File: src/rtl/trrs_pkg.sv
package trrs_pkg;

  // action codes
  localparam logic [1:0] ACT_ADD        = 2'd0;
  localparam logic [1:0] ACT_SERVE_HIGH = 2'd1;
  localparam logic [1:0] ACT_SERVE_LOW  = 2'd2;
  localparam logic [1:0] ACT_NONE       = 2'd3;

  // status codes
  localparam logic [1:0] STAT_ACCEPTED = 2'd0;
  localparam logic [1:0] STAT_FULL     = 2'd1;
  localparam logic [1:0] STAT_RAN      = 2'd2;
  localparam logic [1:0] STAT_EMPTY    = 2'd3;

  // field widths fixed by the interface
  localparam int unsigned IdWidth      = 16;
  localparam int unsigned BurstWidth   = 16;
  localparam int unsigned QuantumWidth = 16;

  localparam logic [QuantumWidth-1:0] QUANTUM_RESET = 16'd4;

  typedef struct packed {
    logic push;
    logic pop;
  } queue_cmd_t;

  typedef struct packed {
    logic empty;
    logic full;
  } queue_flags_t;

endpackage

File: src/rtl/trrs_mem.sv
module trrs_mem #(
  parameter int unsigned DEPTH = 16,
  parameter int unsigned WIDTH = 32
) (
  input  logic                     clk_i,
  input  logic                     we_i,
  input  logic [$clog2(DEPTH)-1:0] waddr_i,
  input  logic [WIDTH-1:0]         wdata_i,
  input  logic                     re_i,
  input  logic [$clog2(DEPTH)-1:0] raddr_i,
  output logic [WIDTH-1:0]         rdata_o
);

  logic [WIDTH-1:0] mem_q [DEPTH];
  logic [WIDTH-1:0] rdata_q;

  always_ff @(posedge clk_i) begin
    if (we_i) begin
      mem_q[waddr_i] <= wdata_i;
    end
  end

  // registered read port
  always_ff @(posedge clk_i) begin
    if (re_i) begin
      rdata_q <= mem_q[raddr_i];
    end
  end

  assign rdata_o = rdata_q;

endmodule

File: src/rtl/trrs_queue_ctrl.sv
module trrs_queue_ctrl #(
  parameter int unsigned DEPTH = 16
) (
  input  logic                     clk_i,
  input  logic                     rst_ni,
  input  trrs_pkg::queue_cmd_t     cmd_i,
  output logic [$clog2(DEPTH)-1:0] head_o,
  output logic [$clog2(DEPTH)-1:0] tail_o,
  output trrs_pkg::queue_flags_t   flags_o
);
  import trrs_pkg::*;

  localparam int unsigned IdxW = $clog2(DEPTH);
  localparam int unsigned CntW = $clog2(DEPTH + 1);
  localparam logic [IdxW-1:0] LastIdx = IdxW'(DEPTH - 1);
  localparam logic [CntW-1:0] FullCnt = CntW'(DEPTH);

  logic [IdxW-1:0] head_q, head_d;
  logic [IdxW-1:0] tail_q, tail_d;
  logic [CntW-1:0] count_q, count_d;

  always_comb begin
    head_d  = head_q;
    tail_d  = tail_q;
    count_d = count_q;
    if (cmd_i.pop) begin
      head_d = (head_q == LastIdx) ? '0 : head_q + IdxW'(1);
    end
    if (cmd_i.push) begin
      tail_d = (tail_q == LastIdx) ? '0 : tail_q + IdxW'(1);
    end
    if (cmd_i.push && !cmd_i.pop) begin
      count_d = count_q + CntW'(1);
    end else if (cmd_i.pop && !cmd_i.push) begin
      count_d = count_q - CntW'(1);
    end
  end

  always_ff @(posedge clk_i or negedge rst_ni) begin
    if (!rst_ni) begin
      head_q  <= '0;
      tail_q  <= '0;
      count_q <= '0;
    end else begin
      head_q  <= head_d;
      tail_q  <= tail_d;
      count_q <= count_d;
    end
  end

  assign head_o        = head_q;
  assign tail_o        = tail_q;
  assign flags_o.empty = (count_q == '0);
  assign flags_o.full  = (count_q == FullCnt);

endmodule

File: src/rtl/two_level_rr_fcfs_scheduler.sv
// channel   direction  ports                                        handshake
// command   in         action_i task_id_i burst_i high_priority_i   start & !busy
// result    out        status_o ran_id_o run_time_o finished_o      done_o, one cycle
// quantum   in         quantum_wdata_i                              quantum_we_i
//
// add items and serves of an empty queue: result strobes the cycle after accept, busy stays low
// serve of a non-empty queue: the head is read from synchronous memory, busy is high for
// one cycle and the result strobes in the cycle after it; no new item is taken while busy
// a partly run high task is written back to the tail in the busy cycle
// reset clears pointers and counts and sets the quantum to 4; queue memories are not cleared
// the receiver cannot stall: each result is valid for exactly one cycle
module two_level_rr_fcfs_scheduler #(
  parameter int unsigned QUEUE_DEPTH = 16,
  parameter int unsigned TIME_WIDTH  = 16
) (
  input  logic                                 clk_i,
  input  logic                                 rst_ni,
  // command channel
  input  logic                                 start,
  output logic                                 busy,
  input  logic [1:0]                           action_i,
  input  logic [trrs_pkg::IdWidth-1:0]         task_id_i,
  input  logic [trrs_pkg::BurstWidth-1:0]      burst_i,
  input  logic                                 high_priority_i,
  // quantum register
  input  logic                                 quantum_we_i,
  input  logic [trrs_pkg::QuantumWidth-1:0]    quantum_wdata_i,
  // result channel
  output logic                                 done_o,
  output logic [1:0]                           status_o,
  output logic [trrs_pkg::IdWidth-1:0]         ran_id_o,
  output logic [trrs_pkg::QuantumWidth-1:0]    run_time_o,
  output logic                                 finished_o
);
  import trrs_pkg::*;

  localparam int unsigned IdxW   = $clog2(QUEUE_DEPTH);
  localparam int unsigned EntryW = IdWidth + TIME_WIDTH;
  // compare width covers both the stored burst and the quantum
  localparam int unsigned CmpW   = (TIME_WIDTH > QuantumWidth) ? TIME_WIDTH : QuantumWidth;

  localparam logic ST_IDLE = 1'b0;
  localparam logic ST_READ = 1'b1;

  logic state_q, state_d;
  logic sel_high_q, sel_high_d;
  logic [QuantumWidth-1:0] quantum_q;

  logic done_q, done_d;
  logic [1:0] status_q, status_d;
  logic [IdWidth-1:0] ran_id_q, ran_id_d;
  logic [QuantumWidth-1:0] run_time_q, run_time_d;
  logic finished_q, finished_d;

  logic accept;

  // queue pointers
  queue_cmd_t   hi_cmd, lo_cmd;
  queue_flags_t hi_flags, lo_flags;
  logic [IdxW-1:0] hi_head, hi_tail, lo_head, lo_tail;

  // memory ports
  logic              hi_we, lo_we;
  logic [EntryW-1:0] hi_wdata, lo_wdata;
  logic [EntryW-1:0] hi_rdata, lo_rdata;

  // incoming item, burst kept in TIME_WIDTH bits
  logic [CmpW-1:0]       burst_ext;
  logic [TIME_WIDTH-1:0] burst_trim;
  logic [EntryW-1:0]     new_entry;

  // head entry being dispatched
  logic [EntryW-1:0]     rd_entry;
  logic [IdWidth-1:0]    rd_id;
  logic [CmpW-1:0]       rd_burst;
  logic [CmpW-1:0]       quantum_ext;
  logic [CmpW-1:0]       slice;
  logic [CmpW-1:0]       remain;
  logic                  reenq;

  assign accept     = start && !busy;
  assign busy       = (state_q == ST_READ);
  assign burst_ext  = CmpW'(burst_i);
  assign burst_trim = burst_ext[TIME_WIDTH-1:0];
  assign new_entry  = {task_id_i, burst_trim};

  // dispatch arithmetic on the head entry read last cycle
  assign rd_entry    = sel_high_q ? hi_rdata : lo_rdata;
  assign rd_id       = rd_entry[EntryW-1 -: IdWidth];
  assign rd_burst    = CmpW'(rd_entry[TIME_WIDTH-1:0]);
  assign quantum_ext = CmpW'(quantum_q);

  always_comb begin
    if (sel_high_q) begin
      slice = (rd_burst < quantum_ext) ? rd_burst : quantum_ext;
    end else begin
      slice = rd_burst;
    end
  end

  assign remain = rd_burst - slice;
  // only high tasks with time left go back to the tail
  assign reenq  = busy && sel_high_q && (remain != '0);

  // memory write and pointer commands
  always_comb begin
    hi_we  = 1'b0;
    lo_we  = 1'b0;
    hi_cmd = '0;
    lo_cmd = '0;
    if (accept && action_i == ACT_ADD) begin
      if (high_priority_i) begin
        hi_we = !hi_flags.full;
      end else begin
        lo_we = !lo_flags.full;
      end
    end
    if (reenq) begin
      hi_we = 1'b1;
    end
    hi_cmd.push = hi_we;
    lo_cmd.push = lo_we;
    hi_cmd.pop  = accept && (action_i == ACT_SERVE_HIGH) && !hi_flags.empty;
    lo_cmd.pop  = accept && (action_i == ACT_SERVE_LOW) && !lo_flags.empty;
  end

  assign hi_wdata = reenq ? {rd_id, remain[TIME_WIDTH-1:0]} : new_entry;
  assign lo_wdata = new_entry;

  // sequencing and result
  always_comb begin
    state_d    = state_q;
    sel_high_d = sel_high_q;
    done_d     = 1'b0;
    status_d   = status_q;
    ran_id_d   = ran_id_q;
    run_time_d = run_time_q;
    finished_d = finished_q;
    unique case (state_q)
      ST_IDLE: begin
        if (accept) begin
          unique case (action_i)
            ACT_ADD: begin
              done_d     = 1'b1;
              ran_id_d   = '0;
              run_time_d = '0;
              finished_d = 1'b0;
              if (high_priority_i ? hi_flags.full : lo_flags.full) begin
                status_d = STAT_FULL;
              end else begin
                status_d = STAT_ACCEPTED;
              end
            end
            ACT_SERVE_HIGH, ACT_SERVE_LOW: begin
              sel_high_d = (action_i == ACT_SERVE_HIGH);
              if ((action_i == ACT_SERVE_HIGH) ? hi_flags.empty : lo_flags.empty) begin
                done_d     = 1'b1;
                status_d   = STAT_EMPTY;
                ran_id_d   = '0;
                run_time_d = '0;
                finished_d = 1'b0;
              end else begin
                state_d = ST_READ;
              end
            end
            ACT_NONE: begin
              // unused action: no result, no state change
            end
            default: begin
            end
          endcase
        end
      end
      ST_READ: begin
        done_d     = 1'b1;
        status_d   = STAT_RAN;
        ran_id_d   = rd_id;
        run_time_d = slice[QuantumWidth-1:0];
        finished_d = !reenq;
        state_d    = ST_IDLE;
      end
      default: begin
        state_d = ST_IDLE;
      end
    endcase
  end

  always_ff @(posedge clk_i or negedge rst_ni) begin
    if (!rst_ni) begin
      state_q    <= ST_IDLE;
      sel_high_q <= 1'b0;
      done_q     <= 1'b0;
      quantum_q  <= QUANTUM_RESET;
    end else begin
      state_q    <= state_d;
      sel_high_q <= sel_high_d;
      done_q     <= done_d;
      if (quantum_we_i) begin
        quantum_q <= quantum_wdata_i;
      end
    end
  end

  always_ff @(posedge clk_i) begin
    status_q   <= status_d;
    ran_id_q   <= ran_id_d;
    run_time_q <= run_time_d;
    finished_q <= finished_d;
  end

  assign done_o     = done_q;
  assign status_o   = status_q;
  assign ran_id_o   = ran_id_q;
  assign run_time_o = run_time_q;
  assign finished_o = finished_q;

  trrs_queue_ctrl #(
    .DEPTH(QUEUE_DEPTH)
  ) u_hi_ctrl (
    .clk_i  (clk_i),
    .rst_ni (rst_ni),
    .cmd_i  (hi_cmd),
    .head_o (hi_head),
    .tail_o (hi_tail),
    .flags_o(hi_flags)
  );

  trrs_queue_ctrl #(
    .DEPTH(QUEUE_DEPTH)
  ) u_lo_ctrl (
    .clk_i  (clk_i),
    .rst_ni (rst_ni),
    .cmd_i  (lo_cmd),
    .head_o (lo_head),
    .tail_o (lo_tail),
    .flags_o(lo_flags)
  );

  trrs_mem #(
    .DEPTH(QUEUE_DEPTH),
    .WIDTH(EntryW)
  ) u_hi_mem (
    .clk_i  (clk_i),
    .we_i   (hi_we),
    .waddr_i(hi_tail),
    .wdata_i(hi_wdata),
    .re_i   (hi_cmd.pop),
    .raddr_i(hi_head),
    .rdata_o(hi_rdata)
  );

  trrs_mem #(
    .DEPTH(QUEUE_DEPTH),
    .WIDTH(EntryW)
  ) u_lo_mem (
    .clk_i  (clk_i),
    .we_i   (lo_we),
    .waddr_i(lo_tail),
    .wdata_i(lo_wdata),
    .re_i   (lo_cmd.pop),
    .raddr_i(lo_head),
    .rdata_o(lo_rdata)
  );

endmodule

File: config.mk
export PLATFORM = sky130hd
export DESIGN_NAME = two_level_rr_fcfs_scheduler
export DESIGN_NICKNAME = d
export VERILOG_FILES = /design/src/rtl/trrs_pkg.sv /design/src/rtl/trrs_mem.sv /design/src/rtl/trrs_queue_ctrl.sv /design/src/rtl/two_level_rr_fcfs_scheduler.sv
export SDC_FILE = /design/constraint.sdc
export NUM_CORES = 1
export LEC_CHECK = 0
export BUFFER_PORTS_ARGS = -buffer_cell sky130_fd_sc_hd__buf_4
export CAP_MARGIN = 20
export CORE_MARGIN = 5
export CORE_UTILIZATION = 62
export DETAILED_ROUTE_END_ITERATION = 16
export GPL_TIMING_DRIVEN = 0
export PLACE_DENSITY = 0.88
export SLEW_MARGIN = 20
export SYNTH_ARGS = -nofsm -noshare
export SYNTH_HDL_FRONTEND = slang
export SYNTH_SLANG_ARGS = --single-unit
File: constraint.sdc
create_clock -name clk_i -period 10.9 [get_ports clk_i]
set_input_delay 1.09 -clock clk_i [delete_from_list [all_inputs] [get_ports clk_i]]
set_output_delay 1.09 -clock clk_i [all_outputs]
set_load 0.01 [all_outputs]
==> impl_metrics.env, run 1 <==
export IMPL_crit_path_frequent_cell="ha_1"
export IMPL_root_buffer="clkbuf_16"
export IMPL_synth_nets=2570
export IMPL_yosys_area_share_xor_xnor=0.00578
export IMPL_via_count=26900
export IMPL_arrival_ns=10.77
export IMPL_final_core_util=0.716
export IMPL_via_per_inst=6.95
export IMPL_dieWidth_microns=285
export IMPL_worstSetupEndpointType="flip-flop"
export IMPL_finalInstanceArea_sq_um=54100
export IMPL_drv_cap=0
export IMPL_syn_area_per_cell_sq_um=19.1
export IMPL_pre_cts_ws_ns=0.602
export IMPL_antenna_found_initial=4
export IMPL_synth_ff_type="edfxtp_1"
export IMPL_ios=92
export IMPL_wl_per_cell_microns=32.6
export IMPL_num_rows=101
export IMPL_reg2reg_depth=35
export IMPL_synth_edff_count=1123
export IMPL_rsz0062_at_grt="no"
export IMPL_cts_buffers=111
export IMPL_grt_use_total=0.311
export IMPL_synth_compound_area_frac=0.0440
export IMPL_p_leak_nw=18.1
export IMPL_first_pass_iters=6
export IMPL_dp_cells=3657
export IMPL_final_net_count=2897
export IMPL_cts_tree="done"
export IMPL_fin_ws_ns=0.675
export IMPL_synth_top_family_by_area="multiplexers"
export IMPL_htree_levels=3
export IMPL_synth_seq_area_share=0.742
export IMPL_final_cells=3869
export IMPL_placed_cell_area_sq_um=50200
export IMPL_synth_simple_area_share=0.0311
export IMPL_clkLatencyLatePin_ns=0.69
export IMPL_layout_commonest_cell="edfxtp_1"
export IMPL_async_reset_ff_frac=0.0385
export IMPL_synthDistinctLibCells=75
export IMPL_netlist_area_leader_share=0.718
export IMPL_hold_viol=0
export IMPL_synthAdderAreaFrac=0.0135
export IMPL_worst_pin_slew_ns=1.15
export IMPL_fmax_mhz=97.8
export IMPL_netlist_instances=2466
export IMPL_ant_nets=0
export IMPL_worstPathBufferInverterCount=9
export IMPL_coreArea_sq_um=75600
export IMPL_final_cell_mix="edfxtp_1, mux4_2, buf_4, nand2_1, mux2i_1"
export IMPL_netlist_area_sq_um=47000
export IMPL_floorplan_initialDensity=0.622
export IMPL_fp_dieArea_sq_um=81400
export IMPL_num_fill_cells=4090
export IMPL_setup_viol=0
export IMPL_cp_start_kind="flip-flop"
export IMPL_status="finished, final reports clean"
export IMPL_muxShareOfSynthArea=0.149
export IMPL_crit_type="flip-flop to flip-flop"
export IMPL_clock_sinks=1168
export IMPL_grt_max_degree=46
export IMPL_fin_skew_ns=0.0301
export IMPL_drive_above_1_share=0.262
export IMPL_finalSetupTns_ns=0
export IMPL_synth_warnings=0
export IMPL_grt_first_pass_wirelength_microns=185000
export IMPL_worst_ep_required_time_ns=11.45
export IMPL_grt_overflow_total=0
export IMPL_crit_fanout=10
export IMPL_hp_class="input port to asynchronous set/reset pin"
export IMPL_ys_ff_latch=1168
export IMPL_place_hpwl_microns=80500
export IMPL_area_delta_synth_final_pct=15.1
export IMPL_cpLargestDelayFamily="compound AO/OA/AOI/OAI gates"
export IMPL_drt_iter0_drc=4394
export IMPL_clkTransAtPathRegs_ns=0.07
export IMPL_place_gp_congestion=0.917
export IMPL_period_share=0.938
export IMPL_synth_top_area_cell="edfxtp_1"
export IMPL_p_per_area_nw_per_um2=242
export IMPL_drt_wl_total_microns=126000
export IMPL_portBuffers=91
export IMPL_hold_ws_ns=0.443
export IMPL_clockBufferDepth=3
export IMPL_finalCriticalPeriod_ns=10.23
export IMPL_cp_depth=35
export IMPL_die_h_microns=285
export IMPL_cpPeakStageDelay_ns=0.88
export IMPL_cp_slowest_cell="o41ai_2"
export IMPL_max_slew_margin=0.234
export IMPL_drc=0
export IMPL_hold_buffers=0
export IMPL_finalPower_mw=13.1
export IMPL_grt_pass1_vias=27100
export IMPL_synth_area_leaders="edfxtp_1, mux4_2, mux2i_1"
export IMPL_vdd_drop_max_mv=0.192
export IMPL_finalMaxSlewViolations=0
==> worst reg2reg max path, delay by kind of cell, from the launching register on <==
| kind | cells | cell delay [ns] |
|---|---|---|
| buffers and inverters | 9 | 2.32 |
| multiplexers | 1 | 0.46 |
| adder cells (fa/ha/maj) | 5 | 1.47 |
| AND/OR/NAND/NOR | 8 | 1.61 |
| AO/OA/AOI/OAI | 10 | 3.58 |
| XOR/XNOR | 2 | 0.28 |
| flip-flops | 1 | 0.35 |
==> flip-flops by register name (all words and copies together) (netlist names), 16 cells and up <==
signal	flops
ran_id_o	16
u_lo_mem.rdata_o	32
quantum_ext	16
u_hi_mem.rdata_o	32
u_hi_mem.mem_q	512
run_time_o	16
u_lo_mem.mem_q	512
==> per-layer routing <==
metal / global-route usage / routed length [microns]
met4: 0.118 / 5470
met5: 0 / 23
met2: 0.532 / 64500
met1: 0.404 / 42500
met3: 0.0588 / 13800
==> Yosys cell counts, types with 9 or more instances <==
library cell and count:
nand4_1 9, mux2_2 50, inv_1 52, edfxtp_1 1123
xor2_1 9, nor2_1 36, clkbuf_1 88, a22oi_1 33
mux2i_1 129, buf_1 28, and2_1 10, xnor2_1 22
nand3_1 11, a21oi_1 78, a221oi_1 33, mux4_2 224
a21o_1 10, o21ai_0 102, nor2b_1 31, ha_1 46
nor3_1 24, nand2_1 145, and3_1 15, dfrtp_1 44
==> layout make-up <==
| type | instances | area, sq um | share of cell area |
|---|---|---|---|
| sequential | 1168 | 34800 | 0.644 |
| multi-input combinational | 1117 | 11600 | 0.215 |
| clock buffer | 143 | 3010 | 0.0557 |
| timing repair buffer | 214 | 1810 | 0.0335 |
| tap | 978 | 1220 | 0.0226 |
| clock inverter | 67 | 803 | 0.0149 |
| buffer | 126 | 532 | 0.00983 |
| inverter | 55 | 206 | 0.00382 |
| antenna | 1 | 2.50 | 0.0000463 |
==> path summary, 6_finish.rpt <==
kind / from / end / slack (ns)
hold / removal: rst_ni / u_lo_ctrl.tail_o[2] / 0.44
hold reg to reg: u_lo_ctrl.count_q[2] / u_lo_ctrl.count_q[2] / 0.52
setup / recovery: sel_high_q / u_hi_ctrl.count_q[4] / 0.67
max in group asynchronous: rst_ni / u_hi_ctrl.tail_o[1] / 9.91
min in group clk_i: u_lo_ctrl.count_q[2] / u_lo_ctrl.count_q[2] / 0.52
setup reg to reg: sel_high_q / u_hi_ctrl.count_q[4] / 0.67
==> what timing repair did <==
action	in CTS	in global routing
setup endpoints to repair	0	4
resized for setup	0	4
buffers inserted	0	0
==> where the power goes <==
group / switching (mW) / internal, mW
sequential: 0.118 / 5.21
combinational: 2.23 / 1.50
clock: 1.73 / 2.30
==> cells by family (layout without fill, tap and decap cells) <==
kind of cell,Yosys count,in the layout
DFF,1168,1168
muxes,409,409
AOI/OAI and AO/OA,320,320
and+or+nand+nor,308,308
buffers and inverters,181,605
adders and majority gates,49,49
xor gates and xnor gates,31,31
other,0,1
No activity file was read; power rests on OpenSTA's default activity.
==> inputs of run 2 (changes only) <==
--- a/config.mk
+++ b/config.mk
@@ -13,3 +13,3 @@
 export GPL_TIMING_DRIVEN = 0
-export PLACE_DENSITY = 0.88
+export PLACE_DENSITY = 0.76
 export SLEW_MARGIN = 20
==> constraint.sdc (replaced) <==
create_clock -name clk_i -period 10.9 [get_ports clk_i]
set_input_delay 0 -clock clk_i [delete_from_list [all_inputs] [get_ports clk_i]]
set_output_delay 0 -clock clk_i [all_outputs]
set_load 0.01 [all_outputs]
==> run 2 against run 1 <==
Routed wire length down 8.8%. Critical path depth is 1 lower. Cell area rose by 1.2%. Largest cell class unchanged. Final cell count up 2.5%.
==> impl_metrics.env, run 2 (same netlist as run 1, synthesis figures left out) <==
export IMPL_status="finished, final reports clean"
export IMPL_die_h_microns=285
export IMPL_grt_pass1_vias=26000
export IMPL_area_delta_synth_final_pct=16.5
export IMPL_crit_type="flip-flop to flip-flop"
export IMPL_max_slew_margin=0.301
export IMPL_coreArea_sq_um=75600
export IMPL_clock_sinks=1168
export IMPL_crit_path_frequent_cell="ha_1"
export IMPL_final_net_count=2997
export IMPL_period_share=0.967
export IMPL_finalPower_mw=12.7
export IMPL_finalCriticalPeriod_ns=10.54
export IMPL_worst_ep_required_time_ns=11.45
export IMPL_p_per_area_nw_per_um2=232
export IMPL_grt_first_pass_wirelength_microns=170000
export IMPL_layout_commonest_cell="edfxtp_1"
export IMPL_reg_top3="u_hi_mem.mem_q: 512 flops, u_lo_mem.mem_q: 512 flops"
export IMPL_finalMaxSlewViolations=0
export IMPL_setup_viol=0
export IMPL_grt_max_degree=45
export IMPL_cp_start_kind="flip-flop"
export IMPL_wl_per_cell_microns=29.1
export IMPL_final_cell_mix="edfxtp_1, mux4_2, buf_4, nand2_1, mux2i_1"
export IMPL_worstSetupEndpointType="flip-flop"
export IMPL_drive_above_1_share=0.245
export IMPL_cts_buffers=113
export IMPL_cts_tree="done"
export IMPL_drv_cap=0
export IMPL_clockBufferDepth=3
export IMPL_ant_nets=0
export IMPL_rsz0062_at_grt="no"
export IMPL_fp_dieArea_sq_um=81400
export IMPL_hp_class="input port to flip-flop"
export IMPL_hold_viol=0
export IMPL_arrival_ns=11.09
export IMPL_worst_pin_slew_ns=1.05
export IMPL_floorplan_initialDensity=0.622
export IMPL_clkLatencyLatePin_ns=0.67
export IMPL_antenna_found_initial=2
export IMPL_grt_use_total=0.283
export IMPL_cp_slowest_cell="a221oi_2"
export IMPL_grt_overflow_total=0
export IMPL_p_leak_nw=18.4
export IMPL_via_count=25800
export IMPL_via_per_inst=6.50
export IMPL_drt_wl_total_microns=115000
export IMPL_cpPeakStageDelay_ns=0.74
export IMPL_fin_ws_ns=0.358
export IMPL_first_pass_iters=6
export IMPL_finalSetupTns_ns=0
export IMPL_final_core_util=0.724
export IMPL_final_cells=3964
export IMPL_fin_skew_ns=0.0159
export IMPL_ios=92
export IMPL_pre_cts_ws_ns=0.644
export IMPL_drc=0
export IMPL_portBuffers=91
export IMPL_drt_iter0_drc=2990
export IMPL_fmax_mhz=94.9
export IMPL_vdd_drop_max_mv=0.162
export IMPL_dp_cells=3664
export IMPL_clkTransAtPathRegs_ns=0.06
export IMPL_place_gp_congestion=0.886
export IMPL_place_hpwl_microns=79400
export IMPL_root_buffer="clkbuf_16"
export IMPL_htree_levels=3
export IMPL_crit_fanout=10
export IMPL_num_rows=101
export IMPL_dieWidth_microns=285
[run 2: changes by cell type in the layout (fill, tap and decap cells not counted), moves of 8 or more]
cell           before  now
clkinv_4           12    2
clkbuf_2           18   10
dlygate4sd3_1       0   88
clkinv_1           10   23
buf_2              35   44
clkbuf_1          105  121
[run 2: critical path: cells and delay by family, from the launching register on]
kind | cells | cell delay [ns]
compound gates | 11 | 4.09
simple gates | 5 | 0.62
buf+inv | 9 | 2.71
mux | 1 | 0.48
fa+ha+maj | 5 | 1.50
xor+xnor | 3 | 0.64
flops | 1 | 0.35
[run 2: cell type report]
| cell class | count | area, sq um |
|---|---|---|
| Timing Repair Buffer | 312 | 2750 |
| Tap cell | 978 | 1220 |
| Inverter | 55 | 206 |
| Fill cell | 4475 | 20800 |
| Multi-Input combinational cell | 1117 | 11600 |
| Sequential cell | 1168 | 34800 |
| Buffer | 126 | 523 |
| Clock inverter | 58 | 567 |
| Antenna cell | 1 | 2.50 |
| Clock buffer | 149 | 2980 |
[run 2: worst paths after layout]
path | cells after the start | end | slack (ns) | startpoint
hold reg to reg | 1 | u_hi_ctrl.count_q[4] | 0.50 | u_hi_ctrl.count_q[4]
max in group asynchronous | 4 | u_hi_ctrl.tail_o[3] | 10.14 | rst_ni
hold / removal | 3 | quantum_ext[0] | 0.17 | quantum_we_i
setup reg to reg | 34 | u_hi_ctrl.count_q[4] | 0.36 | sel_high_q
setup / recovery | 34 | u_hi_ctrl.count_q[4] | 0.36 | sel_high_q
min in group asynchronous | 3 | quantum_ext[2] | 0.46 | rst_ni
[run 2: metal layers]
layer  global-route usage  part of all wire  vias to the layer above
li1                     -                 -                    10900
met3               0.0430             0.077                      230
met5                    0                 0                        -
met2                0.488              0.52                     1299
met1                0.387              0.38                    13400
met4               0.0722             0.026                        0
[run 2: stage by stage]
| stage | hold slack, ns | area (sq um) |
|---|---|---|
| 2_1_floorplan | -0.296 | 47000 |
| 3_3_place_gp | 0.0786 | 48900 |
| 3_5_place_dp | 0.0878 | 50200 |
| 4_1_cts | 0.110 | 54700 |
| 5_1_grt | 0.164 | 54700 |
| 6_report | 0.170 | 54700 |
[run 2: report_power, final]
group	switching [mW]	internal, mW	leakage, nW	total [mW]
registers	0.0999	5.21	10.7	5.31
logic	2.10	1.52	5.99	3.62
clock network	1.62	2.16	1.71	3.78
[run 2: repair_timing]
| action | 4_1_cts | 5_1_grt |
|---|---|---|
| hold endpoints to repair | 621 | 0 |
| gates resized for setup | 0 | 0 |
| hold buffers | 89 | 0 |
| buffers inserted | 0 | 0 |
